File: src/rtl/xpt_pkg.sv
// ---------------------------------------------------------------------------
// xpt_pkg
// Types, codes and byte classes of the XML push tokenizer.
// ---------------------------------------------------------------------------
`default_nettype none

package xpt_pkg;

    // context codes
    localparam logic [1:0] CTX_TEXT = 2'd0;
    localparam logic [1:0] CTX_TAG  = 2'd1;
    localparam logic [1:0] CTX_ATTR = 2'd2;
    localparam logic [1:0] CTX_SKIP = 2'd3;

    // phase codes
    localparam logic [2:0] PH_INI      = 3'd0;
    localparam logic [2:0] PH_OPENING  = 3'd1;
    localparam logic [2:0] PH_CLOSING  = 3'd2;
    localparam logic [2:0] PH_KEY      = 3'd3;
    localparam logic [2:0] PH_WANT_VAL = 3'd4;
    localparam logic [2:0] PH_VAL      = 3'd5;
    localparam logic [2:0] PH_LAV      = 3'd6;

    // event codes
    localparam logic [3:0] EV_TEXT     = 4'd0;
    localparam logic [3:0] EV_NAME     = 4'd1;
    localparam logic [3:0] EV_OPEN     = 4'd2;
    localparam logic [3:0] EV_CLOSE    = 4'd3;
    localparam logic [3:0] EV_KEY      = 4'd4;
    localparam logic [3:0] EV_VALUE    = 4'd5;
    localparam logic [3:0] EV_DONE     = 4'd6;
    localparam logic [3:0] EV_KEY_ONLY = 4'd7;
    localparam logic [3:0] EV_CLEAR    = 4'd8;
    localparam logic [3:0] EV_ERROR    = 4'd9;

    // special bytes
    localparam logic [7:0] CH_LT    = 8'h3C;
    localparam logic [7:0] CH_QMARK = 8'h3F;
    localparam logic [7:0] CH_SLASH = 8'h2F;
    localparam logic [7:0] CH_GT    = 8'h3E;
    localparam logic [7:0] CH_EQ    = 8'h3D;
    localparam logic [7:0] CH_USCORE = 8'h5F;
    localparam logic [7:0] CH_COLON = 8'h3A;
    localparam logic [7:0] CH_DASH  = 8'h2D;
    localparam logic [7:0] CH_DOT   = 8'h2E;
    localparam logic [7:0] CH_SQUOTE = 8'h27;
    localparam logic [7:0] CH_DQUOTE = 8'h22;
    localparam logic [7:0] CH_TAB   = 8'h09;
    localparam logic [7:0] CH_LF    = 8'h0A;
    localparam logic [7:0] CH_CR    = 8'h0D;
    localparam logic [7:0] CH_SPACE = 8'h20;

    // one output event
    typedef struct packed {
        logic [3:0] code;
        logic [7:0] value;
        logic       last;
    } t_event;

    // events produced by one byte: count is 0, 1 or 2
    typedef struct packed {
        logic [1:0] count;
        t_event     ev0;
        t_event     ev1;
    } t_step_res;

    function automatic logic f_is_alpha(input logic [7:0] c);
        return c inside {[8'h41:8'h5A], [8'h61:8'h7A]};
    endfunction

    function automatic logic f_is_digit(input logic [7:0] c);
        return c inside {[8'h30:8'h39]};
    endfunction

    function automatic logic f_is_ws(input logic [7:0] c);
        return c inside {CH_TAB, CH_LF, CH_CR, CH_SPACE};
    endfunction

    function automatic logic f_is_start(input logic [7:0] c);
        return f_is_alpha(c) || (c == CH_USCORE) || (c == CH_COLON) || c[7];
    endfunction

    function automatic logic f_is_key(input logic [7:0] c);
        return f_is_start(c) || f_is_digit(c);
    endfunction

    function automatic logic f_is_name(input logic [7:0] c);
        return f_is_key(c) || (c == CH_DASH) || (c == CH_DOT);
    endfunction

endpackage

`default_nettype wire

File: src/rtl/xpt_in_if.sv
// ---------------------------------------------------------------------------
// xpt_in_if
// Byte input channel: valid/ready with one byte per beat.
// ---------------------------------------------------------------------------
`default_nettype none

interface xpt_in_if;
    logic       valid;
    logic       ready;
    logic [7:0] char_byte;

    modport source (output valid, output char_byte, input ready);
    modport sink   (input valid, input char_byte, output ready);
endinterface

`default_nettype wire

File: src/rtl/xpt_out_if.sv
// ---------------------------------------------------------------------------
// xpt_out_if
// Event output channel: valid/ready with one event per beat.
// ---------------------------------------------------------------------------
`default_nettype none

interface xpt_out_if;
    logic       valid;
    logic       ready;
    logic [3:0] event_code;
    logic [7:0] byte_value;
    logic       last_event;

    modport source (output valid, output event_code, output byte_value,
                    output last_event, input ready);
    modport sink   (input valid, input event_code, input byte_value,
                    input last_event, output ready);
endinterface

`default_nettype wire

File: src/rtl/xpt_step.sv
// ---------------------------------------------------------------------------
// xpt_step
// Tokenizer state and the per-byte classifier: one byte in, 0..2 events out.
// ---------------------------------------------------------------------------
`default_nettype none

module xpt_step
    import xpt_pkg::*;
(
    input  wire logic       i_clk,
    input  wire logic       i_rst_n,
    input  wire logic       i_fire,
    input  wire logic [7:0] i_char_byte,
    output t_step_res       o_res
);

    logic [1:0] r_ctx, n_ctx;
    logic [2:0] r_ph, n_ph;
    logic [1:0] r_rc, n_rc;
    logic [7:0] r_term, n_term;
    logic       r_cv, n_cv;

    logic [1:0] cnt;
    logic [3:0] ev_code [2];
    logic [7:0] ev_byte [2];
    logic       do_tag;
    logic [7:0] c;

    assign c = i_char_byte;

    // next state and events for the current byte
    always_comb begin
        n_ctx  = r_ctx;
        n_ph   = r_ph;
        n_rc   = r_rc;
        n_term = r_term;
        n_cv   = r_cv;
        cnt    = 2'd0;
        do_tag = 1'b0;
        ev_code[0] = EV_TEXT;
        ev_code[1] = EV_TEXT;
        ev_byte[0] = 8'd0;
        ev_byte[1] = 8'd0;

        case (r_ctx)
            CTX_TEXT: begin
                if (c == CH_LT) begin
                    n_ctx = CTX_TAG;
                end else begin
                    ev_code[cnt[0]] = EV_TEXT;
                    ev_byte[cnt[0]] = c;
                    cnt = cnt + 2'd1;
                end
            end
            CTX_TAG: begin
                do_tag = 1'b1;
            end
            CTX_ATTR: begin
                case (r_ph)
                    PH_LAV: begin
                        if (f_is_start(c)) begin
                            ev_code[cnt[0]] = EV_VALUE;
                            ev_byte[cnt[0]] = c;
                            cnt = cnt + 2'd1;
                        end else if (f_is_ws(c)) begin
                            ev_code[cnt[0]] = EV_DONE;
                            cnt = cnt + 2'd1;
                            n_ph = PH_INI;
                        end else begin
                            ev_code[cnt[0]] = EV_DONE;
                            cnt = cnt + 2'd1;
                            n_ph   = PH_OPENING;
                            n_ctx  = CTX_TAG;
                            do_tag = 1'b1;
                        end
                    end
                    PH_VAL: begin
                        if (f_is_ws(c)) begin
                            n_ph = r_ph;
                        end else if (c == CH_SQUOTE || c == CH_DQUOTE) begin
                            n_term = c;
                            n_ph   = PH_LAV;
                            n_rc   = CTX_ATTR;
                            n_cv   = 1'b1;
                            n_ctx  = CTX_SKIP;
                        end else if (f_is_key(c)) begin
                            ev_code[cnt[0]] = EV_VALUE;
                            ev_byte[cnt[0]] = c;
                            cnt = cnt + 2'd1;
                            n_ph = PH_LAV;
                        end else begin
                            n_ph   = PH_OPENING;
                            n_ctx  = CTX_TAG;
                            do_tag = 1'b1;
                        end
                    end
                    PH_WANT_VAL: begin
                        if (c == CH_EQ) begin
                            n_ph = PH_VAL;
                        end else if (f_is_ws(c)) begin
                            n_ph = r_ph;
                        end else if (f_is_start(c)) begin
                            // previous key had no value, a new key starts
                            ev_code[0] = EV_KEY_ONLY;
                            ev_code[1] = EV_KEY;
                            ev_byte[1] = c;
                            cnt  = 2'd2;
                            n_ph = PH_KEY;
                        end else begin
                            n_ph   = PH_OPENING;
                            n_ctx  = CTX_TAG;
                            do_tag = 1'b1;
                        end
                    end
                    PH_KEY: begin
                        // other bytes are dropped, key phase kept
                        if (f_is_key(c)) begin
                            ev_code[cnt[0]] = EV_KEY;
                            ev_byte[cnt[0]] = c;
                            cnt = cnt + 2'd1;
                        end else if (c == CH_EQ) begin
                            n_ph = PH_VAL;
                        end else if (f_is_ws(c)) begin
                            n_ph = PH_WANT_VAL;
                        end
                    end
                    default: begin
                        // initial attribute phase; tag phases land here too
                        if (f_is_start(c)) begin
                            ev_code[cnt[0]] = EV_KEY;
                            ev_byte[cnt[0]] = c;
                            cnt = cnt + 2'd1;
                            n_ph = PH_KEY;
                        end else if (!f_is_ws(c)) begin
                            n_ph   = PH_OPENING;
                            n_ctx  = CTX_TAG;
                            do_tag = 1'b1;
                        end
                    end
                endcase
            end
            default: begin
                // skip until terminator
                if (c != r_term) begin
                    if (r_cv) begin
                        ev_code[cnt[0]] = EV_VALUE;
                        ev_byte[cnt[0]] = c;
                        cnt = cnt + 2'd1;
                    end
                end else begin
                    n_ctx = r_rc;
                end
            end
        endcase

        // tag byte handling, also for bytes handed back from attributes
        if (do_tag) begin
            case (n_ph)
                PH_INI: begin
                    if (f_is_start(c)) begin
                        n_ph = PH_OPENING;
                        ev_code[cnt[0]] = EV_NAME;
                        ev_byte[cnt[0]] = c;
                        cnt = cnt + 2'd1;
                    end else if (c == CH_QMARK) begin
                        n_term = c;
                        n_rc   = CTX_TAG;
                        n_ctx  = CTX_SKIP;
                    end else if (c == CH_GT) begin
                        n_ctx = CTX_TEXT;
                    end else if (c == CH_SLASH) begin
                        n_term = 8'd0;
                        n_cv   = 1'b0;
                        n_ph   = PH_CLOSING;
                    end else begin
                        ev_code[cnt[0]] = EV_ERROR;
                        ev_byte[cnt[0]] = 8'd0;
                        cnt = cnt + 2'd1;
                    end
                end
                PH_OPENING: begin
                    if (f_is_name(c)) begin
                        ev_code[cnt[0]] = EV_NAME;
                        ev_byte[cnt[0]] = c;
                        cnt = cnt + 2'd1;
                    end else if (c == CH_SLASH) begin
                        ev_code[cnt[0]] = EV_OPEN;
                        ev_byte[cnt[0]] = 8'd0;
                        cnt = cnt + 2'd1;
                        n_term = 8'd0;
                        n_cv   = 1'b0;
                        n_ph   = PH_CLOSING;
                    end else if (c == CH_GT) begin
                        ev_code[cnt[0]] = EV_OPEN;
                        ev_byte[cnt[0]] = 8'd0;
                        cnt = cnt + 2'd1;
                        n_term = 8'd0;
                        n_cv   = 1'b0;
                        n_ph   = PH_INI;
                        n_ctx  = CTX_TEXT;
                    end else if (f_is_ws(c)) begin
                        ev_code[cnt[0]] = EV_CLEAR;
                        ev_byte[cnt[0]] = 8'd0;
                        cnt = cnt + 2'd1;
                        n_term = 8'd0;
                        n_cv   = 1'b0;
                        n_ctx  = CTX_ATTR;
                    end else begin
                        ev_code[cnt[0]] = EV_ERROR;
                        ev_byte[cnt[0]] = 8'd0;
                        cnt = cnt + 2'd1;
                    end
                end
                PH_CLOSING: begin
                    if (c == CH_GT) begin
                        ev_code[cnt[0]] = EV_CLOSE;
                        ev_byte[cnt[0]] = 8'd0;
                        cnt = cnt + 2'd1;
                        n_ph   = PH_INI;
                        n_term = 8'd0;
                        n_cv   = 1'b0;
                        n_ctx  = CTX_TEXT;
                    end else if (f_is_name(c)) begin
                        ev_code[cnt[0]] = EV_NAME;
                        ev_byte[cnt[0]] = c;
                        cnt = cnt + 2'd1;
                    end else begin
                        ev_code[cnt[0]] = EV_ERROR;
                        ev_byte[cnt[0]] = 8'd0;
                        cnt = cnt + 2'd1;
                    end
                end
                default: begin
                    // attribute phase seen in tag context
                    ev_code[cnt[0]] = EV_ERROR;
                    ev_byte[cnt[0]] = 8'd0;
                    cnt = cnt + 2'd1;
                end
            endcase
        end
    end

    // result bundle; nothing is pushed unless the byte is taken
    always_comb begin
        o_res.count     = i_fire ? cnt : 2'd0;
        o_res.ev0.code  = ev_code[0];
        o_res.ev0.value = ev_byte[0];
        o_res.ev0.last  = (cnt == 2'd1);
        o_res.ev1.code  = ev_code[1];
        o_res.ev1.value = ev_byte[1];
        o_res.ev1.last  = 1'b1;
    end

    // state registers
    always_ff @(posedge i_clk) begin
        if (!i_rst_n) begin
            r_ctx  <= CTX_TEXT;
            r_ph   <= PH_INI;
            r_rc   <= CTX_TEXT;
            r_term <= 8'd0;
            r_cv   <= 1'b0;
        end else if (i_fire) begin
            r_ctx  <= n_ctx;
            r_ph   <= n_ph;
            r_rc   <= n_rc;
            r_term <= n_term;
            r_cv   <= n_cv;
        end
    end

endmodule

`default_nettype wire

File: src/rtl/xpt_evq.sv
// ---------------------------------------------------------------------------
// xpt_evq
// Event queue: takes up to two events a cycle, hands out one beat a cycle while the sink is ready.
// ---------------------------------------------------------------------------
`default_nettype none

module xpt_evq
    import xpt_pkg::*;
#(
    parameter int DEPTH = 4
) (
    input  wire logic       i_clk,
    input  wire logic       i_rst_n,
    input  wire t_step_res  i_res,
    output logic            o_room,
    xpt_out_if.source       o_out
);

    localparam int PTR_W = (DEPTH > 1) ? $clog2(DEPTH) : 1;
    localparam int CNT_W = $clog2(DEPTH + 1);

    t_event             r_mem [DEPTH];
    logic [PTR_W-1:0]   r_wr, n_wr;
    logic [PTR_W-1:0]   r_rd, n_rd;
    logic [CNT_W-1:0]   r_cnt, n_cnt;
    logic [PTR_W-1:0]   wr_next;
    logic               pop;

    function automatic logic [PTR_W-1:0] f_inc(input logic [PTR_W-1:0] p);
        return (p == PTR_W'(DEPTH - 1)) ? '0 : p + 1'b1;
    endfunction

    assign wr_next = f_inc(r_wr);
    assign pop     = o_out.valid && o_out.ready;
    // room for a two-event byte
    assign o_room  = (r_cnt <= CNT_W'(DEPTH - 2));

    // pointer and fill updates
    always_comb begin
        n_wr  = r_wr;
        n_rd  = pop ? f_inc(r_rd) : r_rd;
        n_cnt = r_cnt + CNT_W'(i_res.count) - CNT_W'(pop);
        if (i_res.count == 2'd1) begin
            n_wr = wr_next;
        end else if (i_res.count == 2'd2) begin
            n_wr = f_inc(wr_next);
        end
    end

    always_ff @(posedge i_clk) begin
        if (!i_rst_n) begin
            r_wr  <= '0;
            r_rd  <= '0;
            r_cnt <= '0;
        end else begin
            r_wr  <= n_wr;
            r_rd  <= n_rd;
            r_cnt <= n_cnt;
        end
    end

    // storage writes
    always_ff @(posedge i_clk) begin
        if (i_res.count != 2'd0) begin
            r_mem[r_wr] <= i_res.ev0;
        end
        if (i_res.count == 2'd2) begin
            r_mem[wr_next] <= i_res.ev1;
        end
    end

    // head beat
    assign o_out.valid      = (r_cnt != '0);
    assign o_out.event_code = r_mem[r_rd].code;
    assign o_out.byte_value = r_mem[r_rd].value;
    assign o_out.last_event = r_mem[r_rd].last;

endmodule

`default_nettype wire

File: src/rtl/xml_push_tokenizer_core.sv
// ---------------------------------------------------------------------------
// xml_push_tokenizer_core
// Streaming XML tokenizer: one byte per beat in, text/tag/attribute events out.
// ---------------------------------------------------------------------------
//  channel  dir  beat                                  accepted when
//  i_in     in   char_byte                             valid && ready
//  o_out    out  event_code, byte_value, last_event    valid && ready
//
//  One byte per cycle sustained; a byte enters the input register, is classified
//  from it once the event queue has room, and its 0..2 events are queued for o_out.
//  A byte is taken only while the event queue has two free entries, so a slow
//  sink or a run of two-event bytes (one output beat per cycle) holds i_in off.
//  Synchronous reset clears context, phase and queue pointers.
// ---------------------------------------------------------------------------
`default_nettype none

module xml_push_tokenizer_core
    import xpt_pkg::*;
#(
    parameter int EVQ_DEPTH = 4
) (
    input  wire logic   i_clk,
    input  wire logic   i_rst_n,
    xpt_in_if.sink      i_in,
    xpt_out_if.source   o_out
);

    logic       r_in_valid, n_in_valid;
    logic [7:0] r_in_byte;
    logic       room;
    logic       fire;
    t_step_res  step_res;

    // input register
    assign fire       = r_in_valid && room;
    assign i_in.ready = !r_in_valid || fire;
    assign n_in_valid = i_in.ready ? i_in.valid : r_in_valid;

    always_ff @(posedge i_clk) begin
        if (!i_rst_n) begin
            r_in_valid <= 1'b0;
        end else begin
            r_in_valid <= n_in_valid;
        end
    end

    always_ff @(posedge i_clk) begin
        if (i_in.valid && i_in.ready) begin
            r_in_byte <= i_in.char_byte;
        end
    end

    // classifier and state
    xpt_step u_step (
        .i_clk       (i_clk),
        .i_rst_n     (i_rst_n),
        .i_fire      (fire),
        .i_char_byte (r_in_byte),
        .o_res       (step_res)
    );

    // result queue
    xpt_evq #(
        .DEPTH (EVQ_DEPTH)
    ) u_evq (
        .i_clk   (i_clk),
        .i_rst_n (i_rst_n),
        .i_res   (step_res),
        .o_room  (room),
        .o_out   (o_out)
    );

endmodule

`default_nettype wire

File: src/flat_wrapper.sv
// flat-port wrapper written by rule: the top's interface ports become plain ports
module xml_push_tokenizer_core_flat import xpt_pkg::*;
#(
    parameter int EVQ_DEPTH = 4
)
  (i_clk, i_rst_n, i_in_valid, i_in_char_byte, i_in_ready, o_out_valid, o_out_event_code, o_out_byte_value, o_out_last_event, o_out_ready);
  xpt_in_if i_in_i ();
  xpt_out_if o_out_i ();
  input  wire logic i_clk;
  input  wire logic i_rst_n;
  input wire logic [$bits(i_in_i.valid)-1:0] i_in_valid;
  input wire logic [$bits(i_in_i.char_byte)-1:0] i_in_char_byte;
  output wire logic [$bits(i_in_i.ready)-1:0] i_in_ready;
  output wire logic [$bits(o_out_i.valid)-1:0] o_out_valid;
  output wire logic [$bits(o_out_i.event_code)-1:0] o_out_event_code;
  output wire logic [$bits(o_out_i.byte_value)-1:0] o_out_byte_value;
  output wire logic [$bits(o_out_i.last_event)-1:0] o_out_last_event;
  input wire logic [$bits(o_out_i.ready)-1:0] o_out_ready;
  assign i_in_i.valid = i_in_valid;
  assign i_in_i.char_byte = i_in_char_byte;
  assign i_in_ready = i_in_i.ready;
  assign o_out_valid = o_out_i.valid;
  assign o_out_event_code = o_out_i.event_code;
  assign o_out_byte_value = o_out_i.byte_value;
  assign o_out_last_event = o_out_i.last_event;
  assign o_out_i.ready = o_out_ready;
  xml_push_tokenizer_core #(.EVQ_DEPTH(EVQ_DEPTH)) u_core (.i_clk(i_clk), .i_rst_n(i_rst_n), .i_in(i_in_i), .o_out(o_out_i));
endmodule
File: config.mk
export PLATFORM = sky130hd
export DESIGN_NAME = xml_push_tokenizer_core_flat
export DESIGN_NICKNAME = d
export VERILOG_FILES = /design/src/rtl/xpt_pkg.sv /design/src/rtl/xpt_in_if.sv /design/src/rtl/xpt_out_if.sv /design/src/rtl/xpt_step.sv /design/src/rtl/xpt_evq.sv /design/src/rtl/xml_push_tokenizer_core.sv /design/src/flat_wrapper.sv
export SDC_FILE = /design/constraint.sdc
export NUM_CORES = 1
export LEC_CHECK = 0
export BUFFER_PORTS_ARGS = -buffer_cell sky130_fd_sc_hd__clkbuf_2
export CAP_MARGIN = 20
export CORE_MARGIN = 2
export CORE_UTILIZATION = 23
export DETAILED_ROUTE_END_ITERATION = 16
export PLACE_DENSITY = 0.36
export SYNTH_ARGS = -nofsm -noshare
export SYNTH_HDL_FRONTEND = slang
export SYNTH_SLANG_ARGS = --single-unit
File: constraint.sdc
create_clock -name i_clk -period 4.15 [get_ports i_clk]
set_clock_uncertainty 0.2 [all_clocks]
set_input_delay 0.415 -clock i_clk [delete_from_list [all_inputs] [get_ports i_clk]]
set_output_delay 0.415 -clock i_clk [all_outputs]
set_load 0.05 [all_outputs]
== Yosys cells after proc, flatten, opt, wreduce, memory -nomap -nowiden ==
Memory sizes are Yosys's and may differ from the RTL's. A register that Yosys moved wholly into a read port is not among the register bits.
Cells that the tools add are included.

* $add $sub $neg: 6
* Order comparisons: 9
* Eq/ne operators: 30
* Muxes and demuxes: 176
* Bitwise logic cells: 18
* Reduce and logical (&&, ||, !) cells: 24

{| class="wikitable"
|+ Operator list
! operator !! number
|-
| 8-bit two-way mux || 37
|-
| 16-bit two-way mux || 7
|-
| 8-bit one-hot mux with 3 select lines || 4
|-
| 2-bit two-way mux || 45
|-
| 8-bit by 6-bit equality test with 1-bit output, second input constant || 11
|-
| 3-bit two-way mux || 27
|-
| 16-bit one-hot mux with 3 select lines || 1
|-
| 1-bit two-way mux || 34
|-
| 8-bit by 4-bit equality test with 1-bit output, second input constant || 3
|-
| 2-bit one-hot mux with 3 select lines || 4
|-
| 7-bit two-way mux || 3
|-
| 6-bit bitwise AND || 3
|-
| 6-bit NOT || 3
|-
| 16-bit bitwise AND || 1
|-
| 16-bit bitwise mux || 1
|-
| 8-bit by 7-bit >= comparator with 1-bit output, second input constant || 2
|-
| 8-bit by 7-bit less-or-equal comparator with 1-bit output, second input constant || 2
|-
| 16-bit NOT || 1
|-
| 4-bit one-hot mux with 4 select lines || 1
|-
| 4-bit two-way mux || 3
|-
| 3-bit one-hot mux with 4 select lines || 1
|-
| 2-bit equality test, second input constant || 5
|-
| 3-bit equality test, second input constant || 3
|-
| 3-bit one-hot mux with 3 select lines || 1
|-
| 33 further kinds || 60
|}

* Flip-flop bits (word level): 32
* Bits in writable memories: 52
* Bits of input ports: 12
* Output and inout bits: 15
* Logic and storage cells: 274
* Memories kept: 1

{| class="wikitable"
|+ Memories
! name !! words !! width !! rd ports !! clocked after Yosys merged registers in !! write ports !! line !! RTL
|-
| u_core.u_evq.r_mem || 4 || 13 || 1 || 1 || 2 || xpt_evq.sv:22 || <nowiki>t_event r_mem [DEPTH];</nowiki>
|}

== Depth between registers and ports, before layout ==
* Depth after elaboration: 25
* Mapped depth: 19
* Depth with buffers taken out: 17

== Modules after synthesis ==
A second synthesis with hierarchy kept.

* Cell total of the unflattened synthesis: 555
* Area total of the unflattened synthesis: 6070.8 µm²

{| class="wikitable"
|+ By module, submodules not included
! module !! instances !! cells each !! area each (µm²) !! seq. area each (µm²)
|-
| xpt_evq || 1 || 195 || 3265.6 || 1741.7
|-
| xpt_step || 1 || 346 || 2499.9 || 320.3
|-
| xml_push_tokenizer_core || 1 || 14 || 305.3 || 260.2
|}

== Worst setup path before layout ==
OpenSTA, ideal clock, no wires.

* Path kind: reg2reg
* Start: register u_core.r_in_byte[3]
* End: memory u_core.u_evq.r_mem[1][7] (netlist bit) (data pin)
* Setup time: 0.260 ns
* Arrival: 4.051 ns
* Required time: 3.690 ns
* Path slack: -0.361 ns
* Stages on the path, launching flop included: 18
* Buffers on the path: 2
* Clock period less this slack: 4.511 ns
* Cells stage by stage: edfxtp_1 -> buf_6 -> or4_4 -> a22oi_1 -> o21bai_1 -> o21a_1 -> o211ai_1 -> inv_1 -> ha_1 -> nand3_1 -> o21ai_0 -> nor2b_1 -> o21ai_0 -> ha_1 -> clkbuf_1 -> nand2_1 -> nand2b_1 -> a2bb2o_1

{| class="wikitable"
|+ RTL lines
! item !! line !! RTL
|-
| start, declared || xml_push_tokenizer_core.sv:29 || <nowiki>logic [7:0] r_in_byte;</nowiki>
|-
| start signal, assigned || xml_push_tokenizer_core.sv:49 || <nowiki>r_in_byte <= i_in.char_byte;</nowiki>
|-
| end, declared || xpt_evq.sv:22 ||
|}

== Final worst setup path ==
* Start: register u_core.r_in_byte[3]
* End: register u_core.u_evq.r_cnt[2]

* Word-level cells in the longest chain between the ends: 22
* Elaborated cells on any way between the ends: 77
* Those cells by class: add/sub: 3; order compare: 6; eq/ne: 14; mux: 43; reduce/logical: 11

{| class="wikitable"
|+ Ends and longest elaborated chain
! item !! line !! RTL
|-
| 8-bit by 7-bit >= comparator with 1-bit output / 8-bit by 7-bit less-or-equal comparator with 1-bit output (equally long branches) || xpt_pkg.sv:68 || <nowiki>return c inside {[8'h41:8'h5A], [8'h61:8'h7A]};</nowiki>
|-
| 1-bit logical AND || xpt_pkg.sv:68 ||
|-
| 2-bit nonzero test || xpt_pkg.sv:68 ||
|-
| 1-bit logical OR (3 in series) || xpt_pkg.sv:80 || <nowiki>return f_is_alpha(c) || (c == CH_USCORE) || (c == CH_COLON) || c[7];</nowiki>
|-
| 1-bit logical OR || xpt_pkg.sv:84 || <nowiki>return f_is_start(c) || f_is_digit(c);</nowiki>
|-
| 1-bit two-way mux || xpt_step.sv:86, xpt_step.sv:117 ||
|-
| 1-bit two-way mux || xpt_step.sv:80 || <nowiki>end else if (c == CH_SQUOTE || c == CH_DQUOTE) begin</nowiki>
|-
| 1-bit two-way mux || xpt_step.sv:78 || <nowiki>if (f_is_ws(c)) begin</nowiki>
|-
| [... 4 more ...] || -- ||
|-
| 2-bit two-way mux || xpt_step.sv:169 || <nowiki>end else if (c == CH_GT) begin</nowiki>
|-
| 2-bit two-way mux || xpt_step.sv:165 || <nowiki>end else if (c == CH_QMARK) begin</nowiki>
|-
| 2-bit two-way mux || xpt_step.sv:160 || <nowiki>if (f_is_start(c)) begin</nowiki>
|-
| 2-bit two-way mux || -- ||
|-
| 2-bit two-way mux (*) || xpt_step.sv:157 || <nowiki>if (do_tag) begin</nowiki>
|-
| 2-bit two-way mux (*) || xpt_step.sv:245 || <nowiki>o_res.count = i_fire ? cnt : 2'd0;</nowiki>
|-
| 3-bit by 2-bit adder with 3-bit output (*) || xpt_evq.sv:42 || <nowiki>n_cnt = r_cnt + CNT_W'(i_res.count) - CNT_W'(pop);</nowiki>
|-
| 3-bit by 1-bit subtractor with 3-bit output (*) || xpt_evq.sv:42 ||
|-
| end signal, assigned || xpt_evq.sv:58 || <nowiki>r_cnt <= n_cnt;</nowiki>
|-
| end, declared || xpt_evq.sv:25 || <nowiki>logic [CNT_W-1:0] r_cnt, n_cnt;</nowiki>
|}

Mark *: on every way between the ends. The rest lies on a longest branch, timed or not.
A chain may end at the register's enable or synchronous reset.

==> results by group <==
Worst setup path
  – CP Max Fanout: 8
  – Crit path capture type: flip-flop
  – Crit path kind: reg -> reg
  – Reg2reg path depth: 15
  – Flop2flop setup slack: 0.15 ns
  – Critical R2R Launch: u_core.r_in_byte[3]
  – CP Cell Sequence: or4_4 -> or3_4 -> a31o_4 -> o31a_1 -> o31a_1 -> buf_4 -> a41o_1 -> mux2i_2 -> nand2_1 -> buf_6 -> ha_1 -> inv_1 -> fa_2 -> xnor2_1 -> and2_1
  – Crit path depth: 15
  – Worst r2r dst: u_core.u_evq.r_cnt[2]
  – Crit-path slowest cell: or4_4
  – Worst path bufs/invs: 3
  – Critical path launch point type: flip-flop
  – Largest stage delay, worst path: 0.57 ns
  – CP Data Arrival Time: 4.04 ns
  – Crit-path most repeated cell: o31a_1
  – WP data required: 4.19 ns
  – Largest delay share family, worst path: simple AND/OR/NAND/NOR gates

Timing
  – Final TNS setup: 0 ns
  – Final period util: 96.42%
  – PnR worst setup slack: 0.1485 ns
  – Final hold viol count: 0
  – Final setup fails: 0
  – Max Fclk: 249.9 MHz
  – Unrepaired setup endpoints after global routing: true
  – Least-Margin Pin Slew: 0.9564 ns
  – Normalized max-slew margin: 36.15%
  – Final slew viol count: 0
  – Hold slack: 0.02622 ns
  – Final min period: 4.002 ns

Pwr
  – Pwr Total: 3.244 mW
  – Power density over cell area: 446.5 nW/µm²
  – Leak pwr: 2.682 nW
  – Max VDD drop: 0.1708 mV

Global route
  – Grt total ovfl: 0
  – GRT Overall Usage: 14.60%
  – Largest net degree at the start of global routing: 26
  – GR Util met2: 24.60%
  – Number of antenna violations at the first check in global routing: 0
  – GRT met1 Usage: 19.19%
  – Wire length of the first global-routing pass: 27,520 µm
  – Gr busiest metal: met2
  – Vias in the first global route: 4,786
  – Met3 Use GR: 2.177%

Finish
  – Antenna cells: 0
  – Fin util: 30.95%
  – Finished Cell Area: 7264 µm²
  – Register area: 2282 µm²
  – Synth-to-Final Area Change: 32.29%
  – Fillers: 2,429
  – Nets: 702
  – Final Non-Filler Cells: 994
  – Share of layout cells above drive strength 1: 33.93%
  – Footprint of the multi-input gates: 3238 µm²

Synth
  – Netlist cell types: 78
  – Main synth FF type: edfxtp_1
  – Cell Area, Synth: 5492 µm²
  – Synth top area cells: edfxtp_1, dfxtp_1, mux4_2
  – Number of synthesized flops with an enable pin: 56
  – Synth top cells by count: nand2_1, edfxtp_1, nor2_1
  – Area leader, netlist: edfxtp_1
  – Synthesized Nets: 593
  – Post-Syn Instances: 561
  – Count leader, synth: nand2_1
  – Synth async-reset ratio: 0%
  – Sequential area share after synthesis: 41.56%
  – Syn Area/Cell: 9.789 µm²
  – Yosys top cell area share: 30.62%
  – Synth warnings: 0
  – #FFs+latches synth: 86

Route
  – Via/cell ratio: 4.756
  – Iter 0 DRT Violations: 222
  – Drt pass-1 iters: 4
  – Drt drc: 0
  – Via Count: 4,727
  – Drt total wl: 17,480 µm
  – Post-DRT Antenna Nets: 0
  – DR WL/cell: 17.58 µm

Floorplanning
  – Initial Utilization: 23.40%
  – Full die area: 25,130 µm²
  – Die Span Y: 158.5 µm
  – Core footprint: 23,470 µm²
  – Rows: 56
  – I/O Pins: 27
  – Die extent in x: 158.5 µm

Clock network
  – CTS Buf Count: 9
  – Clock sinks: 86
  – CTS Hold Bufs: 0
  – CTS HTree Levels: 3
  – Clk Latency, worst-skew pair: 0.36 ns
  – CTS max path bufs: 2
  – CTS clk-pin slew, worst paths: 0.07 ns
  – Root Driver: clkbuf_16
  – TritonCTS clock tree: built

Worst hold path
  – Min-delay src: i_in_char_byte[7]
  – WHS Path Cells: 1
  – Hold Path Class: in -> reg
  – Hold Path Sink: u_core.r_in_byte[7]

Placed design
  – Placer Congestion: 0.8336
  – DP Worst Slack: -0.1083 ns
  – Placed cell count: 976
  – Post-DP HPWL: 13,820 µm
  – IO buf count: 26
  – Post-DP Area: 6740 µm²

Job
  – Max-cap check violation count: 0

Status
  – Status: complete, no violations
timing repair:
| item | CTS | global route |
|---|---|---|
| pin swaps | 0 | 9 |
| endpoints found under the setup margin | 33 | 101 |
| setup buffers | 0 | 4 |
| gates resized for setup | 8 | 38 |
flip-flops by register name, indices dropped and copies added (netlist names), named ones only:
register,count
u_core.u_step.r_rc,2
u_core.r_in_byte,8
u_core.u_evq.r_rd,2
u_core.u_step.r_ctx,2
u_core.u_step.r_ph,3
u_core.u_step.r_cv,1
u_core.u_evq.r_mem,52
u_core.u_step.r_term,8
u_core.r_in_valid,1
u_core.u_evq.r_cnt,3
u_core.u_evq.r_wr,2
routing by layer:
layer | share of wire [%] | vias up
met4 | 1.7 | 0
met5 | 0 | -
li1 | - | 2331
met1 | 48 | 2291
met3 | 2.4 | 19
met2 | 48 | 86
worst max path at each step:
stage,startpoint,endpoint,slack [ns]
after floorplan,u_core.r_in_byte[3],u_core.u_evq.r_mem[1][7],-0.02
after global placement,u_core.r_in_byte[0],u_core.u_evq.r_mem[2][3],-0.13
after detailed placement,u_core.r_in_byte[1],u_core.u_evq.r_mem[2][5],-0.11
final,u_core.r_in_byte[3],u_core.u_evq.r_cnt[2],0.15
after CTS,u_core.r_in_byte[3],u_core.u_evq.r_mem[3][1],0.004
after global routing,u_core.r_in_byte[1],u_core.u_evq.r_mem[3][7],-0.03
placed cells by master, fill, tap and decap left out, types with 3 or more instances in the layout:
master	synthesis	layout
edfxtp_1	56	56
mux4_2	13	13
nand2b_4	0	8
a31oi_1	8	7
o21bai_1	5	4
clkbuf_16	0	9
o21a_1	4	4
o211ai_1	7	7
o22ai_2	2	4
nor2_1	41	39
nand2_2	0	6
and3_1	5	5
inv_1	23	23
nor3_1	15	14
nor2b_1	8	7
buf_4	2	100
ha_1	19	16
and2_1	29	26
buf_12	0	4
nand3_1	8	8
nand4_1	6	6
nand2b_1	12	4
a21oi_1	22	21
nand3b_1	3	3
xnor2_1	16	16
o21ai_1	2	4
o21ai_0	26	23
nand2_1	58	50
nor2_2	1	3
clkbuf_2	0	26
o22ai_1	30	27
dfxtp_1	30	30
nor3b_1	4	4
o31a_1	3	3
power breakdown:
group / leakage [nW] / total [mW] / internal (mW) / switching [mW]
clock network: 0.129 / 0.775 / 0.410 / 0.365
logic: 1.80 / 1.38 / 0.563 / 0.818
registers: 0.750 / 1.09 / 1.00 / 0.0841
final cells by class:
class,instances,share of cell area [%]
sequential,86,31.42
inverter,23,1.188
tap,319,5.494
clock buffer,10,3.152
timing repair buffer,132,13.54
multi-input combinational,418,44.57
clock inverter,6,0.6373
kinds of logic (layout without fill, tap and decap cells):
logic type / after synthesis / in the layout / synth area share (%)
adders and majority gates: 20 / 20 / 4.694
and+or+nand+nor: 205 / 205 / 19.44
muxes: 16 / 16 / 5.901
xor gates and xnor gates: 16 / 16 / 2.552
AOI/OAI and AO/OA: 161 / 161 / 21.19
buffers and inverters: 57 / 171 / 4.670
DFF: 86 / 86 / 41.56
Note: power is estimated with default switching activity, not from simulation.
